**config.mk**
```make
export PLATFORM = sky130hd
export DESIGN_NAME = midi_track_event_parser_flat
export DESIGN_NICKNAME = d
export VERILOG_FILES = /design/src/hw/rtl/mtep_pkg.sv /design/src/hw/rtl/mtep_in_if.sv /design/src/hw/rtl/mtep_out_if.sv /design/src/hw/rtl/mtep_cfg_if.sv /design/src/hw/rtl/midi_track_event_parser.sv /design/src/hw/rtl/mtep_parser.sv /design/src/hw/rtl/mtep_divider.sv /design/src/flat_wrapper.sv
export SDC_FILE = /design/constraint.sdc
export NUM_CORES = 1
export LEC_CHECK = 0
export ABC_AREA = 1
export BUFFER_PORTS_ARGS = -buffer_cell sky130_fd_sc_hd__buf_4
export CAP_MARGIN = 20
export CORE_AREA = 2 2 185 187
export DETAILED_ROUTE_END_ITERATION = 10
export DIE_AREA = 0 0 187 189
export GPL_ROUTABILITY_DRIVEN = 0
export PLACE_DENSITY = 0.81
export SETUP_SLACK_MARGIN = 0.02
export SYNTH_ARGS = -nofsm -noshare
export SYNTH_HDL_FRONTEND = slang
export SYNTH_SLANG_ARGS = --single-unit
export TNS_END_PERCENT = 5
```
**constraint.sdc**
```tcl
create_clock -name clk -period 13 [get_ports clk]
set_input_delay 2.6 -clock clk [delete_from_list [all_inputs] [get_ports clk]]
set_output_delay 2.6 -clock clk [all_outputs]
set_load 0.02 [all_outputs]
```
**src/hw/rtl/mtep_pkg.sv**
```systemverilog
// Shared types and constants of the MIDI track event parser.
package mtep_pkg;

    // Parser phase, one-hot.
    typedef enum logic [4:0] {
        PH_DELTA  = 5'b00001,
        PH_STATUS = 5'b00010,
        PH_DATA   = 5'b00100,
        PH_MTYPE  = 5'b01000,
        PH_LEN    = 5'b10000
    } phase_t;

    // Top level sequencer, one-hot.
    typedef enum logic [2:0] {
        ST_IDLE = 3'b001,
        ST_DIV  = 3'b010,
        ST_FIN  = 3'b100
    } seq_t;

    localparam logic [1:0] ROLE_DELTA = 2'd0;
    localparam logic [1:0] ROLE_FWD   = 2'd1;
    localparam logic [1:0] ROLE_META  = 2'd2;
    localparam logic [1:0] ROLE_DROP  = 2'd3;

    localparam logic [7:0] STATUS_SYSEX    = 8'hF0;
    localparam logic [7:0] STATUS_ESCAPE   = 8'hF7;
    localparam logic [7:0] STATUS_META     = 8'hFF;
    localparam logic [7:0] STATUS_PROGRAM  = 8'hC0;
    localparam logic [7:0] STATUS_PRESSURE = 8'hD0;
    localparam logic [7:0] HI_NIBBLE_MASK  = 8'hF0;
    localparam logic [7:0] META_SET_TEMPO  = 8'h51;

    localparam int          TPQ_W      = 15;
    localparam logic [14:0] TPQ_RESET  = 15'd120;
    localparam int          TEMPO_W    = 24;
    localparam int          DIV_STEPS  = 24;
    localparam int          DIV_CNT_W  = 5;
    localparam logic [4:0]  DIV_LAST   = 5'd23;

    typedef struct packed {
        logic [7:0]  out_byte;
        logic [1:0]  byte_role;
        logic        event_start;
        logic        event_end;
        logic [31:0] event_tick;
        logic        tempo_valid;
        logic [23:0] tempo_us;
        logic [23:0] tick_divisor;
    } res_t;

endpackage

```
**src/hw/rtl/mtep_in_if.sv**
```systemverilog
// Input channel carrying one track byte per beat.
interface mtep_in_if;
    logic       valid;
    logic       ready;
    logic [7:0] track_byte;
    logic       new_track;

    modport source (output valid, output track_byte, output new_track, input ready);
    modport sink (input valid, input track_byte, input new_track, output ready);
endinterface

```
**src/hw/rtl/mtep_out_if.sv**
```systemverilog
// Output channel carrying one decoded byte result per beat.
interface mtep_out_if;
    logic        valid;
    logic        ready;
    logic [7:0]  out_byte;
    logic [1:0]  byte_role;
    logic        event_start;
    logic        event_end;
    logic [31:0] event_tick;
    logic        tempo_valid;
    logic [23:0] tempo_us;
    logic [23:0] tick_divisor;

    modport source (output valid, output out_byte, output byte_role, output event_start,
                    output event_end, output event_tick, output tempo_valid,
                    output tempo_us, output tick_divisor, input ready);
    modport sink (input valid, input out_byte, input byte_role, input event_start,
                  input event_end, input event_tick, input tempo_valid,
                  input tempo_us, input tick_divisor, output ready);
endinterface

```
**src/hw/rtl/mtep_cfg_if.sv**
```systemverilog
// Configuration write channel for the ticks-per-quarter register.
interface mtep_cfg_if;
    logic        valid;
    logic        ready;
    logic [14:0] ticks_per_quarter;

    modport source (output valid, output ticks_per_quarter, input ready);
    modport sink (input valid, input ticks_per_quarter, output ready);
endinterface

```
**src/hw/rtl/midi_track_event_parser.sv**
```systemverilog
// Block usage:
// The track channel takes one byte of a MIDI track chunk body per beat; new_track set
// on a beat clears the parser and the tick time before that byte is parsed.
// The result channel gives one beat per track byte: the byte echoed, its role, event
// start and end marks, the absolute tick, and on a completed set-tempo event the
// tempo and its quotient by ticks per quarter.
// The cfg channel writes ticks_per_quarter; it is always ready and should be written
// only while the block is idle.
// Flow: an ordinary byte appears on the result channel in the cycle after it is taken,
// and a new byte is taken every cycle while the result channel keeps up. The byte that
// completes a set-tempo event runs the serial divider, one quotient bit per cycle, and
// its result passes the divide and finish states; the track channel is not ready meanwhile.
// The output register frees up in the same cycle its beat is taken, so the next byte
// can be taken then. When the receiver stalls, the result is held and the track
// channel stops taking bytes.
// Reset clears the parser to the delta phase with tick zero, empties the output
// register and sets ticks_per_quarter to 120.
module midi_track_event_parser
(
    input  logic           clk,
    input  logic           rst_n,
    mtep_in_if.sink        track,
    mtep_out_if.source     result,
    mtep_cfg_if.sink       cfg
);

    mtep_pkg::seq_t  state_reg, state_next;
    mtep_pkg::res_t  pres;
    mtep_pkg::res_t  hold_reg, hold_next;
    mtep_pkg::res_t  out_reg, out_next;
    logic            out_valid_reg, out_valid_next;
    logic [14:0]     tpq_reg;
    logic            accept;
    logic            out_free;
    logic            div_start;
    logic            div_done;
    logic [23:0]     div_quo;

    assign out_free    = !out_valid_reg || result.ready;
    assign track.ready = (state_reg == mtep_pkg::ST_IDLE) && out_free;
    assign accept      = track.valid && track.ready;
    assign cfg.ready   = 1'b1;

    mtep_parser u_parser
    (
        .clk        (clk),
        .rst_n      (rst_n),
        .step       (accept),
        .track_byte (track.track_byte),
        .new_track  (track.new_track),
        .res        (pres)
    );

    mtep_divider u_divider
    (
        .clk      (clk),
        .rst_n    (rst_n),
        .start    (div_start),
        .dividend (pres.tempo_us),
        .divisor  (tpq_reg),
        .done     (div_done),
        .quotient (div_quo)
    );

    always_comb
    begin
        state_next     = state_reg;
        hold_next      = hold_reg;
        out_next       = out_reg;
        out_valid_next = out_valid_reg;
        div_start      = 1'b0;

        if (out_valid_reg && result.ready)
        begin
            out_valid_next = 1'b0;
        end

        case (state_reg)
            mtep_pkg::ST_IDLE:
            begin
                if (accept)
                begin
                    if (pres.tempo_valid)
                    begin
                        hold_next  = pres;
                        div_start  = 1'b1;
                        state_next = mtep_pkg::ST_DIV;
                    end
                    else
                    begin
                        out_next       = pres;
                        out_valid_next = 1'b1;
                    end
                end
            end
            mtep_pkg::ST_DIV:
            begin
                if (div_done)
                begin
                    hold_next.tick_divisor = div_quo;
                    state_next             = mtep_pkg::ST_FIN;
                end
            end
            mtep_pkg::ST_FIN:
            begin
                if (out_free)
                begin
                    out_next       = hold_reg;
                    out_valid_next = 1'b1;
                    state_next     = mtep_pkg::ST_IDLE;
                end
            end
            default:
            begin
                state_next = mtep_pkg::ST_IDLE;
            end
        endcase
    end

    always_ff @(posedge clk or negedge rst_n)
    begin
        if (!rst_n)
        begin
            state_reg     <= mtep_pkg::ST_IDLE;
            out_valid_reg <= 1'b0;
            tpq_reg       <= mtep_pkg::TPQ_RESET;
        end
        else
        begin
            state_reg     <= state_next;
            out_valid_reg <= out_valid_next;
            if (cfg.valid && cfg.ready)
            begin
                tpq_reg <= cfg.ticks_per_quarter;
            end
        end
    end

    always_ff @(posedge clk)
    begin
        hold_reg <= hold_next;
        out_reg  <= out_next;
    end

    assign result.valid        = out_valid_reg;
    assign result.out_byte     = out_reg.out_byte;
    assign result.byte_role    = out_reg.byte_role;
    assign result.event_start  = out_reg.event_start;
    assign result.event_end    = out_reg.event_end;
    assign result.event_tick   = out_reg.event_tick;
    assign result.tempo_valid  = out_reg.tempo_valid;
    assign result.tempo_us     = out_reg.tempo_us;
    assign result.tick_divisor = out_reg.tick_divisor;

    a_done_in_div: assert property (@(posedge clk) disable iff (!rst_n)
        div_done |-> (state_reg == mtep_pkg::ST_DIV))
        else $error("divider finished outside the divide state");

    a_tempo_goes_div: assert property (@(posedge clk) disable iff (!rst_n)
        (accept && pres.tempo_valid) |=> (state_reg == mtep_pkg::ST_DIV))
        else $error("tempo completion did not start the divider");

    a_tempo_is_meta_end: assert property (@(posedge clk) disable iff (!rst_n)
        (result.valid && result.tempo_valid) |->
        (result.byte_role == mtep_pkg::ROLE_META && result.event_end))
        else $error("tempo result on a byte that does not end a meta event");

    a_drop_unmarked: assert property (@(posedge clk) disable iff (!rst_n)
        (result.valid && result.byte_role == mtep_pkg::ROLE_DROP) |->
        (!result.event_start && !result.event_end))
        else $error("dropped byte carries an event mark");

endmodule

```
**src/hw/rtl/mtep_parser.sv**
```systemverilog
// Byte-level track parser: phase state, delta and length decoding, tempo capture.
module mtep_parser
(
    input  logic             clk,
    input  logic             rst_n,
    input  logic             step,
    input  logic [7:0]       track_byte,
    input  logic             new_track,
    output mtep_pkg::res_t   res
);

    mtep_pkg::phase_t phase_reg, phase_next, cur_phase;
    logic [31:0] delta_reg, delta_next, cur_delta;
    logic [31:0] tick_reg, tick_next, cur_tick;
    logic [1:0]  run_len_reg, run_len_next, cur_run_len;
    logic [31:0] left_reg, left_next, cur_left;
    logic        meta_reg, meta_next, cur_meta;
    logic        tempo_reg, tempo_next, cur_tempo;
    logic [23:0] tacc_reg, tacc_next, cur_tacc;

    logic [31:0] delta_shift;
    logic [31:0] left_shift;
    logic [31:0] left_dec;
    logic [23:0] tacc_shift;
    logic [7:0]  hi;
    logic [1:0]  role;
    logic        ev_start;
    logic        ev_end;
    logic        tvalid;
    logic [23:0] tus;

    always_comb
    begin
        // A new track clears all parser state before the byte is taken.
        cur_phase   = new_track ? mtep_pkg::PH_DELTA : phase_reg;
        cur_delta   = new_track ? 32'd0 : delta_reg;
        cur_tick    = new_track ? 32'd0 : tick_reg;
        cur_run_len = new_track ? 2'd0 : run_len_reg;
        cur_left    = new_track ? 32'd0 : left_reg;
        cur_meta    = new_track ? 1'b0 : meta_reg;
        cur_tempo   = new_track ? 1'b0 : tempo_reg;
        cur_tacc    = new_track ? 24'd0 : tacc_reg;

        delta_shift = {cur_delta[24:0], 7'd0} + {25'd0, track_byte[6:0]};
        left_shift  = {cur_left[24:0], 7'd0} + {25'd0, track_byte[6:0]};
        left_dec    = cur_left - 32'd1;
        tacc_shift  = {cur_tacc[15:0], track_byte};
        hi          = track_byte & mtep_pkg::HI_NIBBLE_MASK;

        phase_next   = cur_phase;
        delta_next   = cur_delta;
        tick_next    = cur_tick;
        run_len_next = cur_run_len;
        left_next    = cur_left;
        meta_next    = cur_meta;
        tempo_next   = cur_tempo;
        tacc_next    = cur_tacc;

        role     = mtep_pkg::ROLE_DELTA;
        ev_start = 1'b0;
        ev_end   = 1'b0;
        tvalid   = 1'b0;
        tus      = 24'd0;

        case (cur_phase)
            mtep_pkg::PH_STATUS:
            begin
                ev_start = 1'b1;
                if (!track_byte[7])
                begin
                    if (cur_run_len == 2'd0)
                    begin
                        // Data byte with no running status is dropped.
                        role       = mtep_pkg::ROLE_DROP;
                        ev_start   = 1'b0;
                        phase_next = mtep_pkg::PH_DELTA;
                    end
                    else
                    begin
                        role       = mtep_pkg::ROLE_FWD;
                        meta_next  = 1'b0;
                        tempo_next = 1'b0;
                        left_next  = {30'd0, cur_run_len} - 32'd1;
                        if (cur_run_len == 2'd1)
                        begin
                            ev_end     = 1'b1;
                            phase_next = mtep_pkg::PH_DELTA;
                        end
                        else
                        begin
                            phase_next = mtep_pkg::PH_DATA;
                        end
                    end
                end
                else if (hi != mtep_pkg::HI_NIBBLE_MASK)
                begin
                    role       = mtep_pkg::ROLE_FWD;
                    meta_next  = 1'b0;
                    tempo_next = 1'b0;
                    run_len_next = (hi == mtep_pkg::STATUS_PROGRAM ||
                                    hi == mtep_pkg::STATUS_PRESSURE) ? 2'd1 : 2'd2;
                    left_next  = {30'd0, run_len_next};
                    phase_next = mtep_pkg::PH_DATA;
                end
                else if (track_byte == mtep_pkg::STATUS_SYSEX ||
                         track_byte == mtep_pkg::STATUS_ESCAPE)
                begin
                    role       = mtep_pkg::ROLE_FWD;
                    meta_next  = 1'b0;
                    tempo_next = 1'b0;
                    left_next  = 32'd0;
                    phase_next = mtep_pkg::PH_LEN;
                end
                else if (track_byte == mtep_pkg::STATUS_META)
                begin
                    role       = mtep_pkg::ROLE_META;
                    meta_next  = 1'b1;
                    tempo_next = 1'b0;
                    left_next  = 32'd0;
                    phase_next = mtep_pkg::PH_MTYPE;
                end
                else
                begin
                    // Unknown system status: drop, keep running status.
                    role       = mtep_pkg::ROLE_DROP;
                    ev_start   = 1'b0;
                    phase_next = mtep_pkg::PH_DELTA;
                end
            end
            mtep_pkg::PH_MTYPE:
            begin
                role       = mtep_pkg::ROLE_META;
                tempo_next = (track_byte == mtep_pkg::META_SET_TEMPO);
                left_next  = 32'd0;
                phase_next = mtep_pkg::PH_LEN;
            end
            mtep_pkg::PH_LEN:
            begin
                role      = cur_meta ? mtep_pkg::ROLE_META : mtep_pkg::ROLE_FWD;
                left_next = left_shift;
                if (!track_byte[7])
                begin
                    tempo_next = cur_meta && cur_tempo && (left_shift == 32'd3);
                    tacc_next  = 24'd0;
                    if (left_shift == 32'd0)
                    begin
                        ev_end     = 1'b1;
                        phase_next = mtep_pkg::PH_DELTA;
                    end
                    else
                    begin
                        phase_next = mtep_pkg::PH_DATA;
                    end
                end
            end
            mtep_pkg::PH_DATA:
            begin
                role      = cur_meta ? mtep_pkg::ROLE_META : mtep_pkg::ROLE_FWD;
                tacc_next = tacc_shift;
                left_next = left_dec;
                if (left_dec == 32'd0)
                begin
                    ev_end     = 1'b1;
                    phase_next = mtep_pkg::PH_DELTA;
                    if (cur_tempo)
                    begin
                        tvalid     = 1'b1;
                        tus        = tacc_shift;
                        tempo_next = 1'b0;
                    end
                end
            end
            default:
            begin
                role = mtep_pkg::ROLE_DELTA;
                if (!track_byte[7])
                begin
                    tick_next  = cur_tick + delta_shift;
                    delta_next = 32'd0;
                    phase_next = mtep_pkg::PH_STATUS;
                end
                else
                begin
                    delta_next = delta_shift;
                    phase_next = mtep_pkg::PH_DELTA;
                end
            end
        endcase

        res.out_byte     = track_byte;
        res.byte_role    = role;
        res.event_start  = ev_start;
        res.event_end    = ev_end;
        res.event_tick   = tick_next;
        res.tempo_valid  = tvalid;
        res.tempo_us     = tus;
        res.tick_divisor = 24'd0;
    end

    always_ff @(posedge clk or negedge rst_n)
    begin
        if (!rst_n)
        begin
            phase_reg   <= mtep_pkg::PH_DELTA;
            delta_reg   <= 32'd0;
            tick_reg    <= 32'd0;
            run_len_reg <= 2'd0;
            left_reg    <= 32'd0;
            meta_reg    <= 1'b0;
            tempo_reg   <= 1'b0;
            tacc_reg    <= 24'd0;
        end
        else if (step)
        begin
            phase_reg   <= phase_next;
            delta_reg   <= delta_next;
            tick_reg    <= tick_next;
            run_len_reg <= run_len_next;
            left_reg    <= left_next;
            meta_reg    <= meta_next;
            tempo_reg   <= tempo_next;
            tacc_reg    <= tacc_next;
        end
    end

endmodule

```
**src/hw/rtl/mtep_divider.sv**
```systemverilog
// Serial restoring divider: one quotient bit per cycle, tempo over ticks per quarter.
module mtep_divider
(
    input  logic        clk,
    input  logic        rst_n,
    input  logic        start,
    input  logic [23:0] dividend,
    input  logic [14:0] divisor,
    output logic        done,
    output logic [23:0] quotient
);

    logic                          busy_reg, busy_next;
    logic                          done_reg, done_next;
    logic [mtep_pkg::DIV_CNT_W-1:0] cnt_reg, cnt_next;
    logic [14:0]                   rem_reg, rem_next;
    logic [23:0]                   quo_reg, quo_next;
    logic [14:0]                   dvs_reg, dvs_next;
    logic [15:0]                   trial;
    logic [15:0]                   diff;
    logic                          ge;

    // A zero divisor always subtracts, which yields an all-ones quotient.
    always_comb
    begin
        trial = {rem_reg, quo_reg[23]};
        diff  = trial - {1'b0, dvs_reg};
        ge    = (trial >= {1'b0, dvs_reg});

        busy_next = busy_reg;
        done_next = 1'b0;
        cnt_next  = cnt_reg;
        rem_next  = rem_reg;
        quo_next  = quo_reg;
        dvs_next  = dvs_reg;

        if (start)
        begin
            busy_next = 1'b1;
            cnt_next  = '0;
            rem_next  = 15'd0;
            quo_next  = dividend;
            dvs_next  = divisor;
        end
        else if (busy_reg)
        begin
            rem_next = ge ? diff[14:0] : trial[14:0];
            quo_next = {quo_reg[22:0], ge};
            cnt_next = cnt_reg + mtep_pkg::DIV_CNT_W'(1);
            if (cnt_reg == mtep_pkg::DIV_LAST)
            begin
                busy_next = 1'b0;
                done_next = 1'b1;
            end
        end
    end

    always_ff @(posedge clk or negedge rst_n)
    begin
        if (!rst_n)
        begin
            busy_reg <= 1'b0;
            done_reg <= 1'b0;
            cnt_reg  <= '0;
        end
        else
        begin
            busy_reg <= busy_next;
            done_reg <= done_next;
            cnt_reg  <= cnt_next;
        end
    end

    always_ff @(posedge clk)
    begin
        rem_reg <= rem_next;
        quo_reg <= quo_next;
        dvs_reg <= dvs_next;
    end

    assign done     = done_reg;
    assign quotient = quo_reg;

endmodule

```
**src/flat_wrapper.sv**
```systemverilog
// flat-port wrapper written by rule: the top's interface ports become plain ports
module midi_track_event_parser_flat 
  (clk, rst_n, track_valid, track_track_byte, track_new_track, track_ready, result_valid, result_out_byte, result_byte_role, result_event_start, result_event_end, result_event_tick, result_tempo_valid, result_tempo_us, result_tick_divisor, result_ready, cfg_valid, cfg_ticks_per_quarter, cfg_ready);
  mtep_in_if track_i ();
  mtep_out_if result_i ();
  mtep_cfg_if cfg_i ();
  input  logic clk;
  input  logic rst_n;
  input wire logic [$bits(track_i.valid)-1:0] track_valid;
  input wire logic [$bits(track_i.track_byte)-1:0] track_track_byte;
  input wire logic [$bits(track_i.new_track)-1:0] track_new_track;
  output wire logic [$bits(track_i.ready)-1:0] track_ready;
  output wire logic [$bits(result_i.valid)-1:0] result_valid;
  output wire logic [$bits(result_i.out_byte)-1:0] result_out_byte;
  output wire logic [$bits(result_i.byte_role)-1:0] result_byte_role;
  output wire logic [$bits(result_i.event_start)-1:0] result_event_start;
  output wire logic [$bits(result_i.event_end)-1:0] result_event_end;
  output wire logic [$bits(result_i.event_tick)-1:0] result_event_tick;
  output wire logic [$bits(result_i.tempo_valid)-1:0] result_tempo_valid;
  output wire logic [$bits(result_i.tempo_us)-1:0] result_tempo_us;
  output wire logic [$bits(result_i.tick_divisor)-1:0] result_tick_divisor;
  input wire logic [$bits(result_i.ready)-1:0] result_ready;
  input wire logic [$bits(cfg_i.valid)-1:0] cfg_valid;
  input wire logic [$bits(cfg_i.ticks_per_quarter)-1:0] cfg_ticks_per_quarter;
  output wire logic [$bits(cfg_i.ready)-1:0] cfg_ready;
  assign track_i.valid = track_valid;
  assign track_i.track_byte = track_track_byte;
  assign track_i.new_track = track_new_track;
  assign track_ready = track_i.ready;
  assign result_valid = result_i.valid;
  assign result_out_byte = result_i.out_byte;
  assign result_byte_role = result_i.byte_role;
  assign result_event_start = result_i.event_start;
  assign result_event_end = result_i.event_end;
  assign result_event_tick = result_i.event_tick;
  assign result_tempo_valid = result_i.tempo_valid;
  assign result_tempo_us = result_i.tempo_us;
  assign result_tick_divisor = result_i.tick_divisor;
  assign result_i.ready = result_ready;
  assign cfg_i.valid = cfg_valid;
  assign cfg_i.ticks_per_quarter = cfg_ticks_per_quarter;
  assign cfg_ready = cfg_i.ready;
  midi_track_event_parser u_core (.clk(clk), .rst_n(rst_n), .track(track_i), .result(result_i), .cfg(cfg_i));
endmodule
```
After elaboration in Yosys (flattened, before gate mapping)
Cells that the tools add are included.

Register bits after elaboration: 387. Input bits: 29. Output and inout bits: 96. Word-level logic and storage cells: 190.

Add/sub/neg operators: 7. Magnitude comparators: 1. Equality and inequality tests: 22. Muxes and demuxes: 107. Reductions and logical operators: 21.

Operator list (count): 2-to-1 mux 32 bit (9); 2-to-1 mux 93 bit (3); 2-to-1 mux 24 bit (10); one-hot mux 93 bit (2 select lines) (1); one-hot mux 32 bit (4 select lines) (1); one-hot mux 24 bit (2 select lines) (2); 2-to-1 mux 25 bit (3); adder 32 x 7 -> 32 bit (2); zero test 32 bit (2); 2-to-1 mux 1 bit (44); 2-to-1 mux 5 bit (8); adder 32 bit (1); == test 32 x 2 -> 1 bit, second input constant (1); subtractor 32 x 1 -> 32 bit, second input constant (1); == test 8 bit, second input constant (3); 2-to-1 mux 2 bit (11); 2-to-1 mux 3 bit (7); one-hot mux 5 bit (4 select lines) (1); >= comparator 16 x 15 -> 1 bit (1); 2-to-1 mux 15 bit (1); subtractor 15 bit (1); AND reduction 4 bit (3); == test 5 bit, second input constant (2); one-hot mux 3 bit (3 select lines) (1); other kinds (27) (39).

Logic depth before layout (Yosys ltp)
Gate-level depths: netlist (run 1).

Word-level depth: 9. Depth in mapped cells: 22. Depth with buffers taken out: 19.

Cells and area by module
Synthesis (run 1) repeated with hierarchy kept, for this count alone.

Cell total of the unflattened synthesis: 2611. Area, all modules: 21297.9 um^2.

Modules (own cells, without submodules): mtep_parser (times used 1, cells each 1519, area an instance 9884.5 um^2, seq. area each 2854.0 um^2); midi_track_event_parser (times used 1, cells each 631, area an instance 7867.5 um^2, seq. area each 6037.0 um^2); mtep_divider (times used 1, cells each 461, area an instance 3545.9 um^2, seq. area each 1646.6 um^2).

Least setup slack after synthesis (run 1)
Ideal clock, no wire load.

Path type: input-to-reg. Start: input port track_new_track. End: register u_core.out_reg (netlist bit u_core.result.byte_role[0]), enable pin. Library setup time: 0.575 ns. Arrival: 8.754 ns. Data required time: 12.425 ns. Path slack: 3.671 ns. Cell stages on the path: 17. Path buffers: 2. Cell sequence: buf_4 inv_4 nand2_2 ha_1 nand3_1 nor2_1 buf_4 nand3_1 nand2_1 nand2_1 nand2_1 nor2_1 nand2_1 nor2_2 nand4_4 nand2_1 a21oi_1.

Longest elaborated chain between the ends: 7. Elaborated cells between the ends (all ways): 11. Those cells by class: add/sub (1); eq/ne (2); mux (6); reduce/logical (2).

RTL lines: start: declaration (line flat_wrapper.sv:11) `input wire logic [$bits(track_i.new_track)-1:0] track_new_track;`; 2-to-1 mux 32 bit (line mtep_parser.sv:39) `cur_left = new_track ? 32'd0 : left_reg;`; subtractor 32 x 1 -> 32 bit (line mtep_parser.sv:46) `left_dec = cur_left - 32'd1;`; zero test 32 bit (line mtep_parser.sv:161) `if (left_dec == 32'd0)`; 2-to-1 mux 1 bit (line mtep_parser.sv:161); 2-to-1 mux 1 bit * (line mtep_parser.sv:65) `case (cur_phase)`; inequality test 2 bit (no source line) *; AND reduction 4 bit (no source line) *; end signal: assignment (line midi_track_event_parser.sv:142) `out_reg <= out_next;`; end: declaration (line midi_track_event_parser.sv:30) `mtep_pkg::res_t out_reg, out_next;`.

Mark *: on every way between the ends. The rest lies on a longest branch, timed or not. A chain may end at the register's enable or synchronous reset.

Final worst setup path (run 1)
Start: input port track_new_track. End: register u_core.out_reg (netlist bit u_core.result.event_tick[30]), enable pin.

Same word-level chain as after synthesis.

==> results.py, run 1 <==
metrics = {
    "sta": {
        "rsz0062_at_grt": "false",
        "fin_skew_ns": 0.0272,
        "maxSlewViolCount": 0,
        "fin_crit_ns": 6.60,
        "tns_ns": 0,
        "finalCritPeriodShare_pct": 50.7,
        "hold_viol_final": 0,
        "setup_viol": 0,
        "relSlewSlack_pct": 28.6,
        "hold_ws_ns": 0.452,
        "tightest_slew_ns": 1.07,
        "setup_slack_ns": 6.40,
        "fmax_ghz": 0.152,
    },
    "setup_path": {
        "r2r-start": "u_core.state_reg[0]$_DFFE_PN1P_",
        "reg2reg_depth": 10,
        "rrSetupSlack_ns": 8.55,
        "worstPathRequired_ns": 13.16,
        "crit_arrival_ns": 6.75,
        "cp-end-kind": "flip-flop",
        "startpoint_type": "primary input",
        "r2r-end": "u_core.result.event_tick[30]$_DFFE_PP_",
        "cp_max_fo": 82,
        "crit_start": "track_new_track",
        "setup.worst_path.end": "u_core.result.event_tick[30]$_DFFE_PP_",
        "crit_type": "in2reg",
    },
    "cells_and_area": {
        "fillers": 2516,
        "final_cell_area_um2": 23000,
        "fin_cells": 3018,
        "mostFrequentLayoutCell": "nand2_1",
        "layout_common_cells": "nand2_1, nor2_1, inv_1, edfxtp_1, o21ai_0",
        "antenna_cells_inserted": 0,
        "final_layout_size_suffix_gt1_share_pct": 10.4,
        "area_growth_pct": 12.0,
        "layout.nets": 2618,
        "largest_register_ff_count": 92,
    },
    "logic_synthesis": {
        "synth_seq_cells": 379,
        "async_flop_share_pct": 36.9,
        "synth_seq_area_share_pct": 51.4,
        "syn_inst": 2461,
        "syn_area_um2": 20500,
        "synth_area_per_cell_um2": 8.33,
        "synth_edf_count": 224,
        "ys_types": 59,
        "synth_ff_type": "edfxtp_1",
        "synthesis.nets": 2541,
        "yosysWarnings": 0,
    },
    "grt": {
        "grt_pass1_wl_mm": 80.7,
        "grt_max_degree": 102,
        "first_global_vias": 16300,
        "grt-ovfl-total": 0,
        "antenna_found_initial": 0,
        "global_route.usage.total_pct": 28.0,
    },
    "placement": {
        "place_inst": 2940,
        "placed_cell_area_um2": 21600,
        "io_buffers": 123,
        "place_ws_ns": 5.94,
        "hpwl_mm": 33.9,
    },
    "clock_tree": {
        "cts_tree": "yes",
        "clockBufferDepth": 3,
        "postCtsSetupRepairBufs": 0,
        "cts.sinks": 379,
        "cts.hold.buffers_added": 0,
        "numCtsBuffers": 40,
        "path_clk_slew_ns": 0.06,
        "cts_resized": 0,
        "clk_latency_ns": 0.54,
        "root_buffer": "clkbuf_16",
        "htreeDepth": 2,
    },
    "route": {
        "drt-initial-drc-count": 1936,
        "wirelength_mm": 50.0,
        "route.vias.total": 17400,
        "viasPerCell": 5.76,
        "wl_per_cell_um": 16.6,
        "drc": 0,
        "ant_nets": 0,
        "first_pass_iters": 8,
    },
    "floorplan": {
        "io_pins": 125,
        "rows": 67,
        "die_w_um": 187,
        "core_um2": 33300,
        "die_y_um": 189,
        "start_util_pct": 61.6,
        "die-area_um2": 35300,
    },
    "power_and_ir_drop": {
        "powerDensity_nw_per_um2": 210,
        "ir_drop_mv": 0.131,
        "p_leak_uw": 0.0105,
    },
    "min_path": {
        "hold_class": "reg2reg",
        "hp-start": "u_core.tpq_reg[9]$_DFFE_PN0P_",
    },
    "run_status": {
        "status": "complete, no violations",
    },
    "flow_run": {
        "max-cap-violations": 0,
    },
}
[where the power goes]
group	leakage [uW]	switching [uW]	total (uW)	internal, uW
Sequential	0.00403	170	1910	1740
Clock	0.000607	464	1110	647
Combinational	0.00586	1210	1790	584
Total	0.0105	1840	4820	2970
[worst max-delay path: stages]
cell	delay, ns
buf_4	0.17
inv_4	0.26
nand2_2	0.28
ha_1	0.26
nand3_1	0.17
nor2_1	0.55
nand2_1	0.18
inv_1	0.11
nand3_1	0.07
nand2_1	0.09
nor2_1	0.05
nand2_1	0.10
nor2_4	0.06
nand4_4	0.15
nand2_1	0.17
a21oi_4	0.48
buf_4	0.87
[how the worst min path moves through the flow]
stage / end / slack [ns] / depth (start not counted)
after detailed placement: u_core.u_divider.dvs_reg[7]$_DFFE_PP_ / 0.43 / 0
after CTS: u_core.u_divider.dvs_reg[9]$_DFFE_PP_ / 0.45 / 0
after global placement: u_core.u_divider.dvs_reg[10]$_DFFE_PP_ / 0.43 / 0
final: u_core.u_divider.dvs_reg[9]$_DFFE_PP_ / 0.45 / 0
after floorplan: u_core.u_divider.dvs_reg[0]$_DFFE_PP_ / 0.42 / 0
after global routing: u_core.u_divider.dvs_reg[14]$_DFFE_PP_ / 0.47 / 0
[final cells by class]
class | count | area [um2] | area share (%)
clock buffers | 58 | 1090 | 4.74
clock inverters | 16 | 189 | 0.823
inverters | 318 | 1200 | 5.22
multi-input cells | 1661 | 8310 | 36.2
flip-flops and latches | 379 | 10500 | 45.9
well taps | 448 | 561 | 2.44
repair buffers | 138 | 1070 | 4.67
[metal layers]
layer	up-vias	global-route usage [%]	part of all wire, %	wire length (um)
li1	8313	-	-	-
met1	7995	37.7	41	20500
met5	-	0	0	0
met3	162	4.89	9.2	4600
met4	0	10.5	3.3	1670
met2	914	45.9	47	23300
[kinds of logic after synthesis]
kind of cell | Yosys count | synth area share, %
simple gates | 1095 | 22.1
compound gates | 465 | 12.8
buf+inv | 421 | 8.22
flops | 379 | 51.4
fa+ha+maj | 51 | 3.19
xor+xnor | 33 | 1.41
mux | 16 | 0.879
other cells | 1 | 0.0183
[cells in the mapped netlist (8+ instances only)]
library cell | number | share of area [%]
a211oi_1 | 10 | 0.37
a21o_1 | 9 | 0.33
a21oi_1 | 128 | 3.1
a221oi_1 | 9 | 0.38
a22oi_1 | 8 | 0.29
a31oi_1 | 15 | 0.46
buf_4 | 13 | 0.48
clkbuf_1 | 73 | 1.3
dfrtp_1 | 134 | 16
dfxtp_1 | 15 | 1.5
edfxtp_1 | 224 | 33
ha_1 | 49 | 3.0
inv_1 | 307 | 5.6
mux2_2 | 16 | 0.88
nand2_1 | 572 | 10
nand2_2 | 13 | 0.40
nand3_1 | 94 | 2.3
nand4_1 | 30 | 0.92
nor2_1 | 332 | 6.1
nor3_1 | 22 | 0.54
o211ai_1 | 8 | 0.29
o21ai_0 | 163 | 4.0
o21ai_1 | 40 | 0.98
o22ai_1 | 46 | 1.4
xnor2_1 | 16 | 0.68
xor2_1 | 17 | 0.73
[metrics by stage]
step	total power [uW]	utilization, %
6_report	4820	69.0
5_1_grt	5100	69.0
4_1_cts	4800	68.8
3_5_place_dp	3680	64.9
3_3_place_gp	3630	64.9
2_1_floorplan	3170	-
Note: power is estimated with default switching activity, not from simulation.
==> inputs of run 2 (changes only) <==
Clock period 13 ns to 6.1 ns, I/O delays scaled along.
==> results.py, run 2 (synthesized netlist as in run 1, its figures left out) <==
metrics = {
    "cells_and_area": {
        "area_growth_pct": 12.4,
        "postLayoutCoreUtil_pct": 69.3,
        "final_layout_size_suffix_gt1_share_pct": 10.8,
        "largest_register_ff_count": 92,
        "mostFrequentLayoutCell": "nand2_1",
        "fillers": 2517,
        "antenna_cells_inserted": 0,
        "layout.nets": 2621,
        "layout_common_cells": "nand2_1, nor2_1, inv_1, edfxtp_1, o21ai_0",
    },
    "sta": {
        "finalCritPeriodShare_pct": 76.4,
        "fin_skew_ns": 0.0199,
        "hold_viol_final": 0,
        "fin_crit_ns": 4.66,
        "fmax_ghz": 0.215,
        "setup_viol": 0,
        "tns_ns": 0,
        "tightest_slew_ns": 1.08,
        "rsz0062_at_grt": "false",
        "relSlewSlack_pct": 28.1,
        "maxSlewViolCount": 0,
    },
    "power_and_ir_drop": {
        "p_leak_uw": 0.0105,
        "p_total_uw": 10400,
        "ir_drop_mv": 0.267,
        "powerDensity_nw_per_um2": 451,
    },
    "clock_tree": {
        "path_clk_slew_ns": 0.07,
        "cts_resized": 0,
        "htreeDepth": 2,
        "cts_tree": "yes",
        "root_buffer": "clkbuf_16",
        "numCtsBuffers": 39,
        "clockBufferDepth": 3,
        "clk_latency_ns": 0.55,
        "cts.sinks": 379,
        "cts.hold.buffers_added": 0,
        "postCtsSetupRepairBufs": 0,
    },
    "flow_run": {
        "max-cap-violations": 0,
    },
    "setup_path": {
        "crit_arrival_ns": 4.85,
        "crit_type": "in2reg",
        "cp_max_fo": 68,
        "crit_top_cell": "nand2_1",
        "startpoint_type": "primary input",
        "cp_cell_sequence": "buf_4 -> inv_4 -> buf_4 -> nand2_2 -> nand3_1 -> nor2_1 -> nand4_1 -> nand2_1 -> nand2_1 -> nor2_1 -> nand2_1 -> nor2_2 -> nand4_4 -> nand2_1 -> nand3_1 -> nor2_4 -> buf_12",
        "reg2reg_depth": 15,
        "max_stage_delay_ns": 0.65,
        "worstPathRequired_ns": 6.29,
        "cp-end-kind": "flip-flop",
        "worst_path_max_delay_cell": "nor2_1",
    },
    "route": {
        "drc": 0,
        "wl_per_cell_um": 16.6,
        "wirelength_mm": 50.2,
        "ant_nets": 0,
        "drt-initial-drc-count": 2545,
        "first_pass_iters": 7,
        "viasPerCell": 5.83,
        "route.vias.total": 17600,
    },
    "floorplan": {
        "die-area_um2": 35300,
        "die_y_um": 189,
        "io_pins": 125,
        "start_util_pct": 61.6,
        "die_w_um": 187,
        "core_um2": 33300,
        "rows": 67,
    },
    "grt": {
        "global_route.usage.total_pct": 28.2,
        "first_global_vias": 16700,
        "antenna_found_initial": 0,
        "grt-ovfl-total": 0,
        "grt_pass1_wl_mm": 81.5,
        "grt_max_degree": 102,
    },
    "run_status": {
        "status": "complete, no violations",
    },
    "min_path": {
        "hold_class": "reg2reg",
        "holdPathStages": 0,
    },
    "placement": {
        "hpwl_mm": 34.1,
        "io_buffers": 123,
    },
}
[run 2: changes by cell type in the layout (fill, tap and decap cells not counted), moves of 2 or more]
cell,before,now
bufinv_16,3,7
buf_12,0,2
clkbuf_1,16,5
inv_6,3,1
clkbuf_8,2,0
buf_4,134,138
clkinv_1,9,11
clkinvlp_4,2,5
[run 2: critical path: cells and delay by family]
kind,cells,cell delay [ns]
buffers and inverters,4,0.81
and+or+nand+nor,13,2.73
[run 2: stage by stage]
stage	hold slack (ns)	setup WS (ns)	instances	area, um2
floorplan	0.421	-0.492	2461	20500
global placement	0.434	1.22	2947	21700
detailed placement	0.434	1.04	2947	21700
CTS	0.448	1.60	3017	23000
global route	0.454	1.19	3018	23000
finish	0.442	1.44	3018	23000
[run 2: worst paths after layout]
check / from / endpoint / slack (ns)
min in group asynchronous: rst_n / u_core.u_parser.left_reg[30]$_DFFE_PN0P_ / 0.79
max in group asynchronous: rst_n / u_core.u_parser.tick_reg[24]$_DFFE_PN0P_ / 4.23
min reg2reg: u_core.tpq_reg[9]$_DFFE_PN0P_ / u_core.u_divider.dvs_reg[9]$_DFFE_PP_ / 0.44
max: track_new_track / u_core.hold_reg[67]$_DFFE_PP_ / 1.44
min: u_core.tpq_reg[9]$_DFFE_PN0P_ / u_core.u_divider.dvs_reg[9]$_DFFE_PP_ / 0.44
max reg2reg: u_core.u_parser.left_reg[1]$_DFFE_PN0P_ / u_core.hold_reg[67]$_DFFE_PP_ / 1.99
[run 2: layout make-up]
| class | instances | area (um2) | area share [%] |
|---|---|---|---|
| clock buffer | 44 | 995 | 4.32 |
| clock inverter | 26 | 352 | 1.53 |
| inverter | 318 | 1200 | 5.20 |
| multi-input combinational | 1661 | 8310 | 36.0 |
| sequential | 379 | 10500 | 45.7 |
| tap | 448 | 561 | 2.43 |
| timing repair buffer | 142 | 1100 | 4.77 |
[run 2: where the power goes]
part / switching (uW) / internal, uW / total [uW]
Clock: 1010 / 1480 / 2490
Combinational: 2600 / 1260 / 3860
Sequential: 355 / 3700 / 4060
Total: 3960 / 6450 / 10400
[run 2: metal layers]
metal | share of wire, % | GRT usage, %
met1 | 41 | 37.7
met2 | 47 | 46.7
met3 | 9.4 | 4.99
met4 | 2.9 | 9.58
met5 | 0.046 | 0.412
